$ cat src/hw/rtl/mcg_pkg.sv
// Shared types, constants and month tables for the month calendar grid block.
package mcg_pkg;

  typedef struct packed {
    logic [11:0] year;
    logic [3:0]  month;
    logic [4:0]  day;
  } date_t;

  typedef struct packed {
    logic [4:0] day_number;
    logic [2:0] column;
    logic [2:0] row;
    logic       selected;
    logic       last;
  } grid_t;

  typedef struct packed {
    logic load;
    logic step1;
    logic step2;
    logic step3;
    logic step4;
    logic advance;
  } dp_cmd_t;

  typedef struct packed {
    logic month_ok;
    logic last_day;
  } dp_status_t;

  localparam logic [11:0] BASE_YEAR     = 12'd2000;
  localparam logic [8:0]  DAYS_IN_YEAR  = 9'd365;
  // leap years in 1..1999
  localparam logic [9:0]  LEAPS_TO_BASE = 10'd484;
  localparam logic [6:0]  CENTURY       = 7'd100;
  // floor(x / 25) = (x * 1311) >> 15 for x below 1024
  localparam logic [10:0] RECIP_25      = 11'd1311;
  localparam int unsigned RECIP_SHIFT   = 15;
  localparam logic [2:0]  WEEK          = 3'd7;
  localparam logic [2:0]  SUNDAY        = 3'd7;
  localparam logic [2:0]  MONDAY        = 3'd1;
  // 1 Jan 2000 is a Saturday: column = ((count + 4) mod 7) + 1
  localparam logic [2:0]  WEEKDAY_BIAS  = 3'd4;
  localparam logic [3:0]  JANUARY       = 4'd1;
  localparam logic [3:0]  FEBRUARY      = 4'd2;
  localparam logic [3:0]  DECEMBER      = 4'd12;

  localparam logic [4:0] DAYS_IN_MONTH [12] = '{
    5'd31, 5'd28, 5'd31, 5'd30, 5'd31, 5'd30,
    5'd31, 5'd31, 5'd30, 5'd31, 5'd30, 5'd31
  };

  localparam logic [8:0] DAYS_BEFORE_MONTH [12] = '{
    9'd0,   9'd31,  9'd59,  9'd90,  9'd120, 9'd151,
    9'd181, 9'd212, 9'd243, 9'd273, 9'd304, 9'd334
  };

endpackage

$ cat src/hw/rtl/mcg_ctrl.sv
// Sequencer for the month calendar grid: date capture, weekday steps, cell emission.
module mcg_ctrl (
  input  logic                clk,
  input  logic                rst,
  input  logic                date_valid,
  output logic                date_ready,
  output logic                grid_valid,
  input  logic                grid_ready,
  input  mcg_pkg::dp_status_t status,
  output mcg_pkg::dp_cmd_t    cmd
);

  typedef enum logic [5:0] {
    S_IDLE  = 6'b000001,
    S_STEP1 = 6'b000010,
    S_STEP2 = 6'b000100,
    S_STEP3 = 6'b001000,
    S_STEP4 = 6'b010000,
    S_EMIT  = 6'b100000
  } state_t;

  state_t state;
  state_t state_next;

  always_ff @(posedge clk) begin
    if (rst) begin
      state <= S_IDLE;
    end else begin
      state <= state_next;
    end
  end

  always_comb begin
    state_next = state;
    cmd        = '0;
    date_ready = (state == S_IDLE);
    grid_valid = (state == S_EMIT);
    unique case (state)
      S_IDLE: begin
        if (date_valid) begin
          cmd.load   = 1'b1;
          state_next = S_STEP1;
        end
      end
      S_STEP1: begin
        // a month outside 1..12 drops the item
        if (status.month_ok) begin
          cmd.step1  = 1'b1;
          state_next = S_STEP2;
        end else begin
          state_next = S_IDLE;
        end
      end
      S_STEP2: begin
        cmd.step2  = 1'b1;
        state_next = S_STEP3;
      end
      S_STEP3: begin
        cmd.step3  = 1'b1;
        state_next = S_STEP4;
      end
      S_STEP4: begin
        cmd.step4  = 1'b1;
        state_next = S_EMIT;
      end
      S_EMIT: begin
        if (grid_ready) begin
          cmd.advance = 1'b1;
          if (status.last_day) begin
            state_next = S_IDLE;
          end
        end
      end
      default: begin
        state_next = S_IDLE;
      end
    endcase
  end

endmodule

$ cat src/hw/rtl/mcg_dp.sv
// Datapath: leap rule, day count since the base date, weekday and grid position counters.
module mcg_dp (
  input  logic                clk,
  input  logic                rst,
  input  mcg_pkg::date_t      date,
  input  mcg_pkg::dp_cmd_t    cmd,
  output mcg_pkg::dp_status_t status,
  output mcg_pkg::grid_t      grid
);

  function automatic logic [2:0] mod7(input logic [20:0] v);
    logic [5:0] s1;
    logic [3:0] s2;
    s1 = '0;
    // 8 = 1 mod 7, so octal digits sum to the same residue
    for (int i = 0; i < 7; i++) begin
      s1 = s1 + 6'(v[3*i +: 3]);
    end
    s2 = 4'(s1[2:0]) + 4'(s1[5:3]);
    if (s2 >= 4'(mcg_pkg::WEEK)) begin
      s2 = s2 - 4'(mcg_pkg::WEEK);
    end
    return s2[2:0];
  endfunction

  // captured item
  logic [11:0] year_q;
  logic [3:0]  month_q;
  logic [4:0]  day_q;

  // weekday pipeline
  logic [9:0]  q4;
  logic [5:0]  q100;
  logic [11:0] yoff;
  logic        after_base;
  logic        leap;
  logic [10:0] leaps;
  logic [19:0] yterm;
  logic [9:0]  month_off;
  logic [20:0] count;

  // grid state
  logic [4:0]  day_counter;
  logic [4:0]  month_length;
  logic [2:0]  current_column;
  logic [2:0]  current_row;

  logic [3:0]  mi;
  logic [20:0] q4_prod;
  logic        after_base_c;
  logic [12:0] cent;
  logic        century_c;
  logic        leap_c;
  logic [20:0] year_part;
  logic [20:0] biased;

  assign mi           = month_q - mcg_pkg::JANUARY;
  assign q4_prod      = 21'(year_q[11:2]) * 21'(mcg_pkg::RECIP_25);
  assign after_base_c = (year_q > mcg_pkg::BASE_YEAR);
  assign cent         = 13'(q100) * 13'(mcg_pkg::CENTURY);
  assign century_c    = (cent == {1'b0, year_q});
  assign leap_c       = ((year_q[1:0] == 2'b00) && !century_c) ||
                        (century_c && (q100[1:0] == 2'b00));
  assign year_part    = after_base ?
                        (21'(yterm) + 21'(leaps) - 21'(leap) - 21'(mcg_pkg::LEAPS_TO_BASE)) :
                        '0;
  assign biased       = count + 21'(mcg_pkg::WEEKDAY_BIAS);

  always_ff @(posedge clk) begin
    if (cmd.load) begin
      year_q  <= date.year;
      month_q <= date.month;
      day_q   <= date.day;
    end
    if (cmd.step1) begin
      q4         <= year_q[11:2];
      q100       <= q4_prod[mcg_pkg::RECIP_SHIFT +: 6];
      after_base <= after_base_c;
      yoff       <= after_base_c ? (year_q - mcg_pkg::BASE_YEAR) : '0;
    end
    if (cmd.step2) begin
      leap      <= leap_c;
      // leaps in 1..year; the current year's own leap is taken off in step 3
      leaps     <= 11'(q4) - 11'(q100) + 11'(q100[5:2]);
      yterm     <= 20'(yoff) * 20'(mcg_pkg::DAYS_IN_YEAR);
      month_off <= 10'(mcg_pkg::DAYS_BEFORE_MONTH[mi]) +
                   10'(leap_c && (month_q > mcg_pkg::FEBRUARY)) + 10'd1;
    end
    if (cmd.step3) begin
      count <= year_part + 21'(month_off);
    end
  end

  always_ff @(posedge clk) begin
    if (rst) begin
      day_counter    <= '0;
      month_length   <= '0;
      current_column <= mcg_pkg::MONDAY;
      current_row    <= '0;
    end else begin
      if (cmd.step2) begin
        month_length <= mcg_pkg::DAYS_IN_MONTH[mi] +
                        5'(leap_c && (month_q == mcg_pkg::FEBRUARY));
      end
      if (cmd.step4) begin
        day_counter    <= 5'd1;
        current_column <= mod7(biased) + 3'd1;
        current_row    <= '0;
      end else if (cmd.advance) begin
        // day count holds at the last day of the month
        if (day_counter != month_length) begin
          day_counter <= day_counter + 5'd1;
        end
        if (current_column == mcg_pkg::SUNDAY) begin
          current_column <= mcg_pkg::MONDAY;
          current_row    <= current_row + 3'd1;
        end else begin
          current_column <= current_column + 3'd1;
        end
      end
    end
  end

  assign status.month_ok = (month_q >= mcg_pkg::JANUARY) && (month_q <= mcg_pkg::DECEMBER);
  assign status.last_day = (day_counter == month_length);

  assign grid.day_number = day_counter;
  assign grid.column     = current_column;
  assign grid.row        = current_row;
  assign grid.selected   = (day_counter == day_q);
  assign grid.last       = (day_counter == month_length);

endmodule

$ cat src/hw/rtl/month_calendar_grid_top.sv
// Once a date item is accepted, the four weekday steps run before the first grid item appears.
// Throughput: one grid item per cycle while grid_ready holds. A new date item is
// taken only after the 4-step weekday pipeline and the one-cell-per-cycle emit
// counter are through with the last one. A date with an invalid month yields no grid items.
// Reset (rst, synchronous): sequencer idle, grid counters at day 0, Monday, row 0.
// Top level of the month calendar grid block.
module month_calendar_grid_top (
  input  logic           clk,
  input  logic           rst,
  input  logic           date_valid,
  output logic           date_ready,
  input  mcg_pkg::date_t date,
  output logic           grid_valid,
  input  logic           grid_ready,
  output mcg_pkg::grid_t grid
);

  mcg_pkg::dp_cmd_t    cmd;
  mcg_pkg::dp_status_t status;

  mcg_ctrl u_ctrl (
    .clk        (clk),
    .rst        (rst),
    .date_valid (date_valid),
    .date_ready (date_ready),
    .grid_valid (grid_valid),
    .grid_ready (grid_ready),
    .status     (status),
    .cmd        (cmd)
  );

  mcg_dp u_dp (
    .clk    (clk),
    .rst    (rst),
    .date   (date),
    .cmd    (cmd),
    .status (status),
    .grid   (grid)
  );

`ifndef SYNTH
  a_one_item: assert property (@(posedge clk) disable iff (rst)
    !(date_ready && grid_valid))
    else $error("date accepted while a month is still being emitted");

  a_cell_range: assert property (@(posedge clk) disable iff (rst)
    grid_valid |-> (grid.column >= 3'd1) && (grid.column <= 3'd7) && (grid.row <= 3'd5))
    else $error("grid cell outside the week grid");

  a_day_step: assert property (@(posedge clk) disable iff (rst)
    (grid_valid && grid_ready && !grid.last) |=>
      (grid_valid && (grid.day_number == $past(grid.day_number) + 5'd1)))
    else $error("day numbers not consecutive");

  a_wrap: assert property (@(posedge clk) disable iff (rst)
    (grid_valid && grid_ready && !grid.last && (grid.column == 3'd7)) |=>
      ((grid.column == 3'd1) && (grid.row == $past(grid.row) + 3'd1)))
    else $error("week wrap did not start a new row on Monday");

  a_month_end: assert property (@(posedge clk) disable iff (rst)
    (grid_valid && grid_ready && grid.last) |=> (date_ready && !grid_valid))
    else $error("block not idle after the last day of the month");
`endif

endmodule

$ cat config.mk
export PLATFORM = sky130hd
export DESIGN_NAME = month_calendar_grid_top
export DESIGN_NICKNAME = d
export VERILOG_FILES = /design/src/hw/rtl/mcg_pkg.sv /design/src/hw/rtl/mcg_ctrl.sv /design/src/hw/rtl/mcg_dp.sv /design/src/hw/rtl/month_calendar_grid_top.sv
export SDC_FILE = /design/constraint.sdc
export NUM_CORES = 1
export LEC_CHECK = 0
export BUFFER_PORTS_ARGS = -buffer_cell sky130_fd_sc_hd__buf_2
export CORE_MARGIN = 2
export CORE_UTILIZATION = 43
export DETAILED_ROUTE_END_ITERATION = 8
export SLEW_MARGIN = 20
export SYNTH_ARGS = -nofsm -noshare
export SYNTH_HDL_FRONTEND = slang
export SYNTH_SLANG_ARGS = --single-unit
$ cat constraint.sdc
create_clock -name clk -period 8.96 [get_ports clk]
set_clock_uncertainty 0.2 [all_clocks]
set_input_delay 2.24 -clock clk [delete_from_list [all_inputs] [get_ports clk]]
set_output_delay 2.24 -clock clk [all_outputs]
set_load 0.03 [all_outputs]
==> flow_results.xml <==
<?xml version="1.0" encoding="UTF-8"?>
<metrics>
  <group name="clocking">
    <metric name="cts-root-to-sink-buffers" unit="">2</metric>
    <metric name="cts-resized-gates" unit="">0</metric>
    <metric name="cts_made_buffers" unit="">17</metric>
    <metric name="clock_sink_count" unit="">133</metric>
    <metric name="clock_latency_late_sink" unit="ns">0.43</metric>
    <metric name="post_cts_hold_buffer_count" unit="">0</metric>
    <metric name="clockRootBuffer" unit="">sky130_fd_sc_hd__clkbuf_16</metric>
    <metric name="postCtsSetupBuffers" unit="">0</metric>
    <metric name="clock_tree_from_tritoncts" unit="">yes</metric>
    <metric name="htree_num_levels" unit="">4</metric>
    <metric name="clkSlewWorstSetupHoldPaths" unit="ns">0.07</metric>
  </group>
  <group name="worst_setup_path">
    <metric name="worst-endpoint-required" unit="ns">9.08</metric>
    <metric name="end_kind" unit="">flop</metric>
    <metric name="crit_arrival" unit="ns">6.36</metric>
    <metric name="worst_setup_path_class" unit="">reg2reg</metric>
    <metric name="ff2ff_path_depth" unit="">19</metric>
    <metric name="timing.critical_path.fanout_max" unit="">3</metric>
    <metric name="critical_path.startpoint_type" unit="">flop</metric>
    <metric name="worst_r2r_startpoint" unit="">u_dp.count[2]$_DFFE_PN_</metric>
    <metric name="reg2reg_setup_slack" unit="ns">2.72</metric>
    <metric name="r2r-end" unit="">u_dp.current_column[2]$_SDFFE_PP0P_</metric>
  </group>
  <group name="place">
    <metric name="place.detailed.hpwl" unit="um">17900</metric>
    <metric name="placed_cell_count" unit="">1687</metric>
    <metric name="buffer_ports.inserted" unit="">39</metric>
    <metric name="gp_routability_congestion" unit="">0.821</metric>
  </group>
  <group name="grt">
    <metric name="met3_usage" unit="%">2.79</metric>
    <metric name="use_met2" unit="%">26.6</metric>
    <metric name="globalRouteTotalUtil" unit="%">14.9</metric>
    <metric name="top_usage_layer" unit="">met2</metric>
    <metric name="grt_start_max_net_pins" unit="">45</metric>
    <metric name="grt_pass1_wl" unit="um">38100</metric>
    <metric name="grt_pass1_vias" unit="">8467</metric>
    <metric name="number_of_antenna_violations_at_the_first_check_in_global_routing" unit="">0</metric>
    <metric name="grtUsageMet1" unit="%">18.5</metric>
    <metric name="globalRouteOverflowTotal" unit="">0</metric>
  </group>
  <group name="pwr">
    <metric name="power.ir.vdd_worst" unit="mV">0.145</metric>
    <metric name="static-leakage-power" unit="uW">0.00663</metric>
    <metric name="power-per-cell-area" unit="mW/mm2">152</metric>
  </group>
  <group name="yosys">
    <metric name="synth.yosys.seq_area_share" unit="%">29.6</metric>
    <metric name="yosys.area.top_type" unit="">sky130_fd_sc_hd__edfxtp_1</metric>
    <metric name="synth.ff_latch_count" unit="">133</metric>
    <metric name="yosys_warnings" unit="">0</metric>
    <metric name="yosysTopAreaCellShare" unit="%">26.4</metric>
    <metric name="synth_fp_nets" unit="">1598</metric>
    <metric name="ys_flop_type" unit="">sky130_fd_sc_hd__edfxtp_1</metric>
    <metric name="synth_edf_count" unit="">113</metric>
    <metric name="async_flop_share" unit="%">0</metric>
    <metric name="synth_cells" unit="">1264</metric>
    <metric name="post_synth_instance_area" unit="mm2">0.0128</metric>
    <metric name="post_synth_main_area_contributors" unit="">sky130_fd_sc_hd__edfxtp_1, sky130_fd_sc_hd__ha_1, sky130_fd_sc_hd__fa_1, sky130_fd_sc_hd__inv_1, sky130_fd_sc_hd__xnor2_1</metric>
    <metric name="avgSynthCellArea" unit="um2">10.2</metric>
    <metric name="synth_cell_type_count" unit="">69</metric>
  </group>
  <group name="sta">
    <metric name="finalHoldViolations" unit="">0</metric>
    <metric name="maxClockFrequency" unit="GHz">0.160</metric>
    <metric name="fin_crit_sh" unit="%">69.6</metric>
    <metric name="totalNegativeSetupSlack" unit="ns">0</metric>
    <metric name="finalSetupViolCount" unit="">0</metric>
    <metric name="final_max_slew_viol_count" unit="">0</metric>
    <metric name="finalCriticalPeriod" unit="ns">6.24</metric>
    <metric name="grt_setup_unrepaired" unit="">no</metric>
    <metric name="max_slew_margin" unit="%">57.0</metric>
    <metric name="pin_slew_with_the_least_headroom_to_its_limit" unit="ns">0.637</metric>
  </group>
  <group name="final_layout">
    <metric name="stdcell_count" unit="">1719</metric>
    <metric name="filler_cell_count" unit="">2764</metric>
    <metric name="layout_commonest_cell" unit="">sky130_fd_sc_hd__inv_1</metric>
    <metric name="insertedDiodeCount" unit="">0</metric>
    <metric name="multiInputGateArea" unit="mm2">0.00813</metric>
    <metric name="area_delta_synth_final" unit="%">9.70</metric>
    <metric name="fin_nets" unit="">1650</metric>
    <metric name="end_of_flow_core_utilization" unit="%">47.8</metric>
    <metric name="most_frequent_cells_in_the_layout" unit="">sky130_fd_sc_hd__inv_1, sky130_fd_sc_hd__ha_1, sky130_fd_sc_hd__edfxtp_1</metric>
    <metric name="final_layout_size_suffix_gt1_share" unit="%">7.45</metric>
    <metric name="seq_area" unit="mm2">0.00379</metric>
  </group>
  <group name="routing">
    <metric name="routed_wl" unit="um">21800</metric>
    <metric name="first_iter_violations" unit="">335</metric>
    <metric name="post_drt_wl_per_cell" unit="um">12.7</metric>
    <metric name="vias" unit="">8419</metric>
    <metric name="drcViolationCount" unit="">0</metric>
    <metric name="route.detailed.vias_per_inst" unit="">4.90</metric>
    <metric name="final_antenna_net_count" unit="">0</metric>
    <metric name="total_iterations_of_the_first_detailed_routing_run" unit="">6</metric>
  </group>
  <group name="floorplan">
    <metric name="fp.dieArea" unit="mm2">0.0312</metric>
    <metric name="die_height" unit="um">177</metric>
    <metric name="die_width" unit="um">177</metric>
    <metric name="std_cell_rows" unit="">63</metric>
    <metric name="initial_core_utilization" unit="%">43.5</metric>
    <metric name="top_level_ports" unit="">40</metric>
    <metric name="core" unit="mm2">0.0295</metric>
  </group>
  <group name="min_path">
    <metric name="min_path_cells" unit="">2</metric>
    <metric name="hold_critical_path_endpoint" unit="">u_dp.month_length[0]$_SDFFE_PP0P_</metric>
    <metric name="hold_start" unit="">u_dp.month_length[0]$_SDFFE_PP0P_</metric>
    <metric name="timing.hold.worst.class" unit="">reg2reg</metric>
  </group>
  <group name="outcome">
    <metric name="outcome" unit="">completed</metric>
  </group>
  <group name="flow_run">
    <metric name="max_cap_violations" unit="">0</metric>
  </group>
</metrics>
==> critical path, cell delays in order (launching register included) <==
cell and delay [ns]:
sky130_fd_sc_hd__edfxtp_1 0.41, sky130_fd_sc_hd__ha_1 0.26, sky130_fd_sc_hd__xor2_1 0.20, sky130_fd_sc_hd__inv_1 0.08, sky130_fd_sc_hd__fa_1 0.40, sky130_fd_sc_hd__xnor2_1 0.25
sky130_fd_sc_hd__fa_1 0.46, sky130_fd_sc_hd__fa_1 0.52, sky130_fd_sc_hd__fa_1 0.49, sky130_fd_sc_hd__ha_1 0.24, sky130_fd_sc_hd__fa_1 0.38, sky130_fd_sc_hd__xor2_1 0.26
sky130_fd_sc_hd__fa_1 0.49, sky130_fd_sc_hd__ha_1 0.25, sky130_fd_sc_hd__a21oi_1 0.21, sky130_fd_sc_hd__mux2_2 0.36, sky130_fd_sc_hd__ha_1 0.20, sky130_fd_sc_hd__xor2_1 0.16
sky130_fd_sc_hd__a221oi_1 0.24, sky130_fd_sc_hd__nor2_1 0.07
==> per-stage QoR <==
step | hold slack [ns] | area, um2 | worst slack [ns] | power [uW]
floorplan | 0.248 | 12800 | 2.98 | 1330
global placement | 0.260 | 13500 | 2.79 | 1470
CTS | 0.278 | 14100 | 2.68 | 2170
global route | 0.302 | 14100 | 2.29 | 2310
finish | 0.273 | 14100 | 2.72 | 2130
detailed placement | 0.267 | 13500 | 2.69 | 1500
==> state kept, by name, summed over array words and instances, names as in the netlist <==
signal / flops
u_ctrl.state: 6
u_dp.current_column: 3
u_dp.yterm: 20
u_dp.month_off: 10
u_dp.month_length: 3
u_dp.count: 21
u_dp.leap: 1
u_dp.month_q: 4
u_dp.day_counter: 5
u_dp.q100: 6
u_dp.yoff: 12
u_dp.year_q: 12
u_dp.after_base: 1
u_dp.q4: 10
u_dp.leaps: 11
u_dp.current_row: 3
u_dp.day_q: 5
==> worst max path at each step <==
stage,cells past startpoint,startpoint,slack (ns),end
floorplan,19,u_dp.count[2]$_DFFE_PN_,2.98,u_dp.current_column[2]$_SDFFE_PP0P_
global placement,19,u_dp.count[2]$_DFFE_PN_,2.79,u_dp.current_column[2]$_SDFFE_PP0P_
detailed placement,19,u_dp.count[2]$_DFFE_PN_,2.69,u_dp.current_column[2]$_SDFFE_PP0P_
CTS,19,u_dp.count[2]$_DFFE_PN_,2.68,u_dp.current_column[2]$_SDFFE_PP0P_
global route,19,u_dp.count[2]$_DFFE_PN_,2.29,u_dp.current_column[2]$_SDFFE_PP0P_
finish,19,u_dp.count[2]$_DFFE_PN_,2.72,u_dp.current_column[2]$_SDFFE_PP0P_
==> synth_stat cells, drive strengths merged, types with 9 or more instances <==
library cell    n
nand2          55
nand3          28
xor2           38
edfxtp        113
fa             83
and3           19
inv           236
nor3           19
dfxtp          20
ha            226
o21ai          35
nand4           9
nor2b          16
a21oi          48
a21o           21
nor2           92
xnor2          77
clkbuf         10
==> final cells by class <==
class                      count  share of cell area, %
clock buffer                  17                   3.02
multi-input combinational    885                   57.7
timing repair buffer          43                   1.65
sequential                   133                   26.9
inverter                     236                   6.29
tap                          390                   3.47
clock inverter                15                  0.907
==> cell families after synthesis <==
logic type	Yosys count	synth area share (%)
muxes	8	0.634
DFF	133	29.6
and+or+nand+nor	281	10.8
AOI/OAI and AO/OA	170	8.80
xor gates and xnor gates	115	7.97
adders and majority gates	310	35.1
other	1	0.0292
buffers and inverters	246	7.20
==> where the power goes <==
group | internal, uW | leakage, uW | switching, uW
Combinational | 341 | 0.00516 | 397
Clock | 365 | 0.000279 | 296
Sequential | 711 | 0.00119 | 25.2
==> layer usage <==
| metal | vias to the layer above | share of wire (%) |
|---|---|---|
| met1 | 3922 | 46 |
| met2 | 86 | 50 |
| met5 | - | 0 |
| met3 | 21 | 2.3 |
| li1 | 4390 | - |
| met4 | 0 | 1.7 |
No activity file was read; power rests on OpenSTA's default activity.
